===== src/rsr_pkg.sv =====
// ----------------------------------------------------------------------------
// rsr_pkg
// Shared types for the repeated sub-array removal block.
// ----------------------------------------------------------------------------
`default_nettype none

package rsr_pkg;

	// sequencer states
	typedef enum logic [3:0] {
		ST_LOAD,
		ST_PASS,
		ST_CHECK,
		ST_MRD,
		ST_MCMP,
		ST_CRD,
		ST_CWR,
		ST_ORD,
		ST_OUT,
		ST_EMPTY
	} state_t;

	// input operation codes
	localparam logic OP_PATTERN = 1'b0;
	localparam logic OP_DATA    = 1'b1;

endpackage

`default_nettype wire


===== src/repeated_subarray_removal_top.sv =====
// ----------------------------------------------------------------------------
// repeated_subarray_removal_top
// Loads a pattern and a data array, removes pattern occurrences pass by pass
// until a pass removes nothing, then streams out the surviving elements.
// ----------------------------------------------------------------------------
// Loading: one element per cycle in ST_LOAD (stalled otherwise), result-free.
// Removal: each scan step checks, then either reads and compares pattern elements or
// copies a kept element (read, then write); each pass begins with a set-up step.
// Output: per result a memory read, then presentation.
// Reset: counts, flags and sequencer clear asynchronously; memories do not.
`default_nettype none

module repeated_subarray_removal_top #(
	parameter int DATA_DEPTH    = 64,
	parameter int PATTERN_DEPTH = 16,
	parameter int VALUE_WIDTH   = 32
) (
	input  wire logic        clk,
	input  wire logic        arst_n,
	input  wire logic        in_valid,
	output logic             in_stall,
	input  wire logic        operation,
	input  wire logic signed [31:0] value,
	input  wire logic        last,
	output logic             res_valid,
	input  wire logic        res_stall,
	output logic signed [31:0] value_res,
	output logic             last_res,
	output logic             empty_res,
	output logic             overflow
);
	import rsr_pkg::*;

	localparam int AW  = (DATA_DEPTH > 1) ? $clog2(DATA_DEPTH) : 1;
	localparam int PAW = (PATTERN_DEPTH > 1) ? $clog2(PATTERN_DEPTH) : 1;
	localparam int CW  = $clog2(DATA_DEPTH + 1);
	localparam int PCW = $clog2(PATTERN_DEPTH + 1);
	localparam int SW  = ((CW > PCW) ? CW : PCW) + 1;

	state_t state_q, state_d;

	logic [CW-1:0]  n_q, r_q, w_q, src_q;
	logic [PCW-1:0] plen_q;
	logic [PAW-1:0] j_q;
	logic           removed_q, pdone_q, overflow_q;

	logic                   d_we, p_we;
	logic [AW-1:0]          d_waddr, d_raddr;
	logic [PAW-1:0]         p_waddr;
	logic [VALUE_WIDTH-1:0] d_wdata, d_rdata, p_rdata, v_ext;
	logic [31:0]            value_u;

	logic [SW-1:0]  r_plus_p, r_plus_j;
	logic [PCW-1:0] p_wptr;
	logic           in_acc, out_acc, match_end, data_room, pat_room;

	// data and pattern memories
	rsr_ram #(.WIDTH(VALUE_WIDTH), .DEPTH(DATA_DEPTH), .AW(AW)) u_data (
		.clk(clk), .we(d_we), .waddr(d_waddr), .wdata(d_wdata),
		.raddr(d_raddr), .rdata(d_rdata)
	);

	rsr_ram #(.WIDTH(VALUE_WIDTH), .DEPTH(PATTERN_DEPTH), .AW(PAW)) u_pat (
		.clk(clk), .we(p_we), .waddr(p_waddr), .wdata(v_ext),
		.raddr(j_q), .rdata(p_rdata)
	);

	// helper arithmetic
	assign value_u   = value;
	assign v_ext     = VALUE_WIDTH'(value_u);
	assign r_plus_p  = SW'(r_q) + SW'(plen_q);
	assign r_plus_j  = SW'(r_q) + SW'(j_q);
	assign match_end = (PCW'(j_q) + PCW'(1)) == plen_q;
	assign p_wptr    = pdone_q ? '0 : plen_q;
	assign data_room = n_q < CW'(DATA_DEPTH);
	assign pat_room  = p_wptr < PCW'(PATTERN_DEPTH);
	assign in_acc    = in_valid && !in_stall;
	assign out_acc   = res_valid && !res_stall;

	// next state
	always_comb begin
		state_d = state_q;
		unique case (state_q)
			ST_LOAD: begin
				if (in_acc && operation == OP_DATA && last) begin
					state_d = (plen_q != '0) ? ST_PASS : ST_ORD;
				end
			end
			ST_PASS:  state_d = ST_CHECK;
			ST_CHECK: begin
				if (r_plus_p <= SW'(n_q)) begin
					state_d = ST_MRD;
				end else if (r_q < n_q) begin
					state_d = ST_CRD;
				end else begin
					state_d = removed_q ? ST_PASS : ST_ORD;
				end
			end
			ST_MRD:   state_d = ST_MCMP;
			ST_MCMP: begin
				if (d_rdata != p_rdata) begin
					state_d = ST_CRD;
				end else if (match_end) begin
					state_d = (r_plus_p < SW'(n_q)) ? ST_CRD : ST_CHECK;
				end else begin
					state_d = ST_MRD;
				end
			end
			ST_CRD:   state_d = ST_CWR;
			ST_CWR:   state_d = ST_CHECK;
			ST_ORD:   state_d = (n_q == '0) ? ST_EMPTY : ST_OUT;
			ST_OUT: begin
				if (out_acc) begin
					state_d = ((r_q + CW'(1)) == n_q) ? ST_LOAD : ST_ORD;
				end
			end
			ST_EMPTY: begin
				if (out_acc) begin
					state_d = ST_LOAD;
				end
			end
			default:  state_d = ST_LOAD;
		endcase
	end

	// memory control and handshake outputs
	always_comb begin
		in_stall  = 1'b1;
		res_valid = 1'b0;
		empty_res = 1'b0;
		last_res  = 1'b0;
		value_res = '0;
		d_we      = 1'b0;
		p_we      = 1'b0;
		d_waddr   = n_q[AW-1:0];
		d_wdata   = v_ext;
		d_raddr   = r_plus_j[AW-1:0];
		p_waddr   = p_wptr[PAW-1:0];
		unique case (state_q)
			ST_LOAD: begin
				in_stall = 1'b0;
				d_we     = in_acc && operation == OP_DATA && data_room;
				p_we     = in_acc && operation == OP_PATTERN && pat_room;
			end
			ST_CRD:  d_raddr = src_q[AW-1:0];
			ST_CWR: begin
				d_we    = 1'b1;
				d_waddr = w_q[AW-1:0];
				d_wdata = d_rdata;
			end
			ST_ORD:  d_raddr = r_q[AW-1:0];
			ST_OUT: begin
				res_valid = 1'b1;
				value_res = 32'(d_rdata);
				last_res  = (r_q + CW'(1)) == n_q;
			end
			ST_EMPTY: begin
				res_valid = 1'b1;
				empty_res = 1'b1;
				last_res  = 1'b1;
			end
			default: ;
		endcase
		overflow = overflow_q;
	end

	// sequencer and counters
	always_ff @(posedge clk or negedge arst_n) begin
		if (!arst_n) begin
			state_q    <= ST_LOAD;
			n_q        <= '0;
			r_q        <= '0;
			w_q        <= '0;
			src_q      <= '0;
			j_q        <= '0;
			plen_q     <= '0;
			removed_q  <= 1'b0;
			pdone_q    <= 1'b0;
			overflow_q <= 1'b0;
		end else begin
			state_q <= state_d;
			unique case (state_q)
				ST_LOAD: begin
					r_q <= '0;
					if (in_acc) begin
						if (operation == OP_PATTERN) begin
							if (pat_room) begin
								plen_q <= p_wptr + PCW'(1);
							end else begin
								plen_q     <= p_wptr;
								overflow_q <= 1'b1;
							end
							pdone_q <= last;
						end else if (data_room) begin
							n_q <= n_q + CW'(1);
						end else begin
							overflow_q <= 1'b1;
						end
					end
				end
				ST_PASS: begin
					r_q       <= '0;
					w_q       <= '0;
					removed_q <= 1'b0;
				end
				ST_CHECK: begin
					j_q   <= '0;
					src_q <= r_q;
					if (!(r_plus_p <= SW'(n_q)) && !(r_q < n_q)) begin
						n_q <= w_q;
						r_q <= '0;
					end
				end
				ST_MCMP: begin
					if (d_rdata != p_rdata) begin
						src_q <= r_q;
					end else if (match_end) begin
						removed_q <= 1'b1;
						src_q     <= r_plus_p[CW-1:0];
						r_q       <= r_plus_p[CW-1:0];
					end else begin
						j_q <= j_q + PAW'(1);
					end
				end
				ST_CWR: begin
					w_q <= w_q + CW'(1);
					r_q <= src_q + CW'(1);
				end
				ST_OUT: begin
					if (out_acc) begin
						if ((r_q + CW'(1)) == n_q) begin
							n_q        <= '0;
							r_q        <= '0;
							overflow_q <= 1'b0;
						end else begin
							r_q <= r_q + CW'(1);
						end
					end
				end
				ST_EMPTY: begin
					if (out_acc) begin
						overflow_q <= 1'b0;
					end
				end
				default: ;
			endcase
		end
	end

endmodule

`default_nettype wire


===== src/rsr_ram.sv =====
// ----------------------------------------------------------------------------
// rsr_ram
// Single-port-write, single-port-read synchronous memory, registered read.
// ----------------------------------------------------------------------------
`default_nettype none

module rsr_ram #(
	parameter int WIDTH = 32,
	parameter int DEPTH = 64,
	parameter int AW    = 6
) (
	input  wire logic             clk,
	input  wire logic             we,
	input  wire logic [AW-1:0]    waddr,
	input  wire logic [WIDTH-1:0] wdata,
	input  wire logic [AW-1:0]    raddr,
	output logic      [WIDTH-1:0] rdata
);

	logic [WIDTH-1:0] mem_q [DEPTH];

	// write port
	always_ff @(posedge clk) begin
		if (we) begin
			mem_q[waddr] <= wdata;
		end
	end

	// registered read port
	always_ff @(posedge clk) begin
		rdata <= mem_q[raddr];
	end

endmodule

`default_nettype wire


===== config.mk =====
export PLATFORM = sky130hd
export DESIGN_NAME = repeated_subarray_removal_top
export DESIGN_NICKNAME = d
export VERILOG_FILES = /design/src/rsr_pkg.sv /design/src/repeated_subarray_removal_top.sv /design/src/rsr_ram.sv
export SDC_FILE = /design/constraint.sdc
export NUM_CORES = 2
export LEC_CHECK = 0
export ABC_CLOCK_PERIOD_IN_PS = 6400
export BUFFER_PORTS_ARGS = -buffer_cell sky130_fd_sc_hd__buf_4
export CAP_MARGIN = 20
export CORE_MARGIN = 4
export CORE_UTILIZATION = 50
export CTS_BUF_LIST = sky130_fd_sc_hd__clkbuf_8
export DETAILED_ROUTE_END_ITERATION = 10
export GPL_TIMING_DRIVEN = 0
export PLACE_DENSITY_LB_ADDON = 0.08
export SLEW_MARGIN = 10
export SYNTH_ARGS = -nofsm -noshare
export SYNTH_HDL_FRONTEND = slang
export SYNTH_HIERARCHICAL = 1
export SYNTH_SLANG_ARGS = --single-unit
export TNS_END_PERCENT = 30

===== constraint.sdc =====
create_clock -name clk -period 6.4 [get_ports clk]
set_input_delay 1.6 -clock clk [delete_from_list [all_inputs] [get_ports clk]]
set_output_delay 1.6 -clock clk [all_outputs]
set_load 0.1 [all_outputs]

==> impl_metrics.toml <==
[logic_synthesis]
synth_top_family_by_area = "multiplexers"
synth-simple-area-share_pct = 2.64
synthArstFlopShare_pct = 1.65
ys_top_cells_by_count = "edfxtp_1 (2560), mux4_2 (672), nand2_1 (205)"
syn-num-nets = 4891
synthXorXnorAreaFrac_pct = 0.472
yosysWarnings = 6
synth_compound_area_share_pct = 2.64
synth_flop_cell = "edfxtp_1"
synth_edf_count = 2560
synth_top_cell_by_area = "edfxtp_1"
synth_top_area_share_pct = 74.5
synth.area.mux_share_pct = 15.8
avgSynthCellArea_um2 = 21.4
synth_area_um2 = 103000
synthTopCellsByArea = "edfxtp_1 (74%), mux4_2 (15%), dfxtp_1 (1.2%)"
ys_ff_latch = 2668
yosysMostFrequentCell = "edfxtp_1"
seq_area_frac_synth_pct = 76.8
synthCells = 4821
synthAdderAreaFrac_pct = 0.402
yosysUniqueCellTypes = 77

[cells_and_area]
area.growth.synth_to_final_pct = 15.4
stdcell_count = 8552
n_fill_cell = 15000
fin_util_pct = 58.1
fin_area_um2 = 119000
nets = 5579
drive_gt1_share_pct = 29.2

[worst_setup_path]
cpPeakStageDelay_ns = 0.99
path_common_cell = "buf_2"
worstPathCellList = "clkbuf_1 > nor2b_1 > nand2_1 > clkbuf_1 > o21ai_0 > clkbuf_1 > buf_2 > buf_2 > buf_2 > buf_2 > mux2i_1 > a21oi_1 > a21oi_1 > nor2_1"
slowest_stage = "a21oi_1"
crit_path_start_kind = "register"
cp-end-kind = "register"
crit_required_ns = 7.31
path_class = "register to register"
cp_data_arrival_time_ns = 6.89
path_max_fanout = 10

[die]
initial_utilization_pct = 50.4
die_w_um = 462
rows = 166
die_h_um = 462
boundaryPins = 75
core_um2 = 205000
die_area_um2 = 214000

[cts]
clk_pin_slew_ns = 0.06
clockBufferDepth = 4
cts-hold-fix-buffers = 0
clock_latency_ns = 1.09
cts.repair.resized = 0
cts_buffers = 441
cts-htree-levels = 5
clockRootBuffer = "clkbuf_8"
cts_sinks = 2668
post_cts_buffers = 0
cts_tree = "built"

[detailed_routing]
drt_iter0_drc = 7349
wl_um = 315000
final_antenna_net_count = 1
num_vias = 54900
remaining_drc_errors = 0
via_per_inst = 6.42
drtPass1Iterations = 6
wl_per_cell_um = 36.8

[global_route]
grt_max_degree = 65
antenna_found_initial = 24
grt_usage_pct = 29.4
grt_pass1_vias = 53900
overflow = 0
grt_pass1_wl_um = 435000

[placement]
dpl_cell_area_um2 = 111000
hpwl_um = 211000
port_buffers = 74
routabilityCongestion = 0.874
placedCellCount = 7752

[power]
irDropWorstVdd_v = 0.000455
p_total_mw = 49.8
leakage_nw = 37.9
p_per_area_nw_per_um2 = 418

[sta]
fin_crit_sh_pct = 93.5
worstMarginPinSlew_ns = 1.26
period_needed_ns = 5.98
hold_viol_final = 0
drv_slew = 0
finClkSkew_ns = 0.0862
fin_setup_tns_ns = 0
rsz0062_at_grt = "no"
finalSetupViolCount = 0
fmax_mhz = 167
slew_headroom_pct = 16.2

[run_status]
status = "finished with violations"
failed_checks = "antenna violations"

[run]
drv_cap = 0

[hold_path]
hold_class = "register to register"
==> layout by cell type, fill, tap and decap left out, types with 9 or more instances in the layout <==
master    count
buf_2        68
buf_6        16
nor4_1       13
mux2i_1     105
nand2b_1     12
nand4_1      12
buf_8        12
diode_2      18
clkinv_1    103
mux4_2      672
nor2_4       74
dfrtp_1      44
o221ai_1     27
edfxtp_1   2560
and2_1       41
xor2_1       38
nor3_1       16
nand2_1     173
clkbuf_1    110
a311oi_1      9
nand3_1      26
a21oi_1      91
buf_1        30
nor2_1      115
nor2b_1      32
clkbuf_8    466
o21ai_0      39
a22oi_1      77
dfxtp_1      64
buf_4       138
ha_1         30
clkinv_2     53
buf_12       87
buf_16       37
xnor2_1      15
o22ai_1      91
nand2_4      24
inv_1       165
==> flip-flops by register name (all words and copies together) (netlist names), 4 cells and up <==
| name | cells |
|---|---|
| u_data/mem_q | 2048 |
| u_pat/mem_q | 512 |
| u_data/rdata | 32 |
| u_pat/rdata | 32 |
| n_q | 7 |
| r_q | 7 |
| src_q | 7 |
| w_q | 7 |
| plen_q | 5 |
| j_q | 4 |
| state_q | 4 |
==> metrics by stage <==
step | setup WS [ns] | hold WS, ns
6_report | 0.418 | 0.494
5_1_grt | 0.338 | 0.549
4_1_cts | 0.498 | 0.493
3_5_place_dp | 0.436 | 0.481
3_3_place_gp | -3.48 | 0.490
2_1_floorplan | 0.720 | 0.457
==> cell type report <==
cell class	instances	area (µm²)	area share (%)
flip-flops and latches	2668	79300	66.5
multi-input cells	1870	23400	19.7
clock buffers	466	6410	5.38
repair buffers	245	3790	3.18
well taps	2688	3360	2.82
clock inverters	314	1510	1.27
plain buffers	258	1260	1.06
inverters	25	93.8	0.0788
diodes	18	45.0	0.0378
==> power breakdown <==
group | total [mW] | internal [mW] | switching [mW]
combinational | 15.5 | 5.60 | 9.87
clock | 13.7 | 7.01 | 6.68
sequential | 20.7 | 20.2 | 0.450
total | 49.8 | 32.8 | 17.0
==> routing by layer <==
| metal | track usage [%] | up-vias | part of all wire (%) |
|---|---|---|---|
| li1 | - | 21600 | - |
| met3 | 5.06 | 546 | 8.9 |
| met4 | 13.1 | 0 | 4.8 |
| met2 | 45.6 | 3155 | 47 |
| met1 | 41.4 | 29600 | 39 |
| met5 | 0 | - | 0 |
==> cells by family after synthesis <==
logic type / after synthesis
adder cells (fa/ha/maj): 32
XOR/XNOR: 54
AND/OR/NAND/NOR: 593
flip-flops: 2668
buffers and inverters: 283
AO/OA/AOI/OAI: 406
multiplexers: 785
==> final timing paths <==
kind	from	to	slack [ns]	cells past startpoint
worst max register to register	state_q[3]$_DFFE_PN0P_	u_data/rdata[15]$_DFF_P_	0.42	14
max in group asynchronous	arst_n	removed_q$_DFFE_PN0P_	5.38	1
min in group asynchronous	arst_n	r_q[6]$_DFFE_PN0P_	0.59	1
worst max-delay path	state_q[3]$_DFFE_PN0P_	u_data/rdata[15]$_DFF_P_	0.42	14
worst min register to register	w_q[6]$_DFFE_PN0P_	w_q[6]$_DFFE_PN0P_	0.49	1
worst min-delay path	w_q[6]$_DFFE_PN0P_	w_q[6]$_DFFE_PN0P_	0.49	1
==> worst max-delay path: cells and delay by family (launching register included) <==
kind / cells / cell delay [ns]
compound gates: 3 / 1.53
simple gates: 3 / 1.10
flops: 1 / 0.40
mux: 1 / 0.13
buf+inv: 7 / 2.67
No activity file was read; power rests on OpenSTA's default activity.
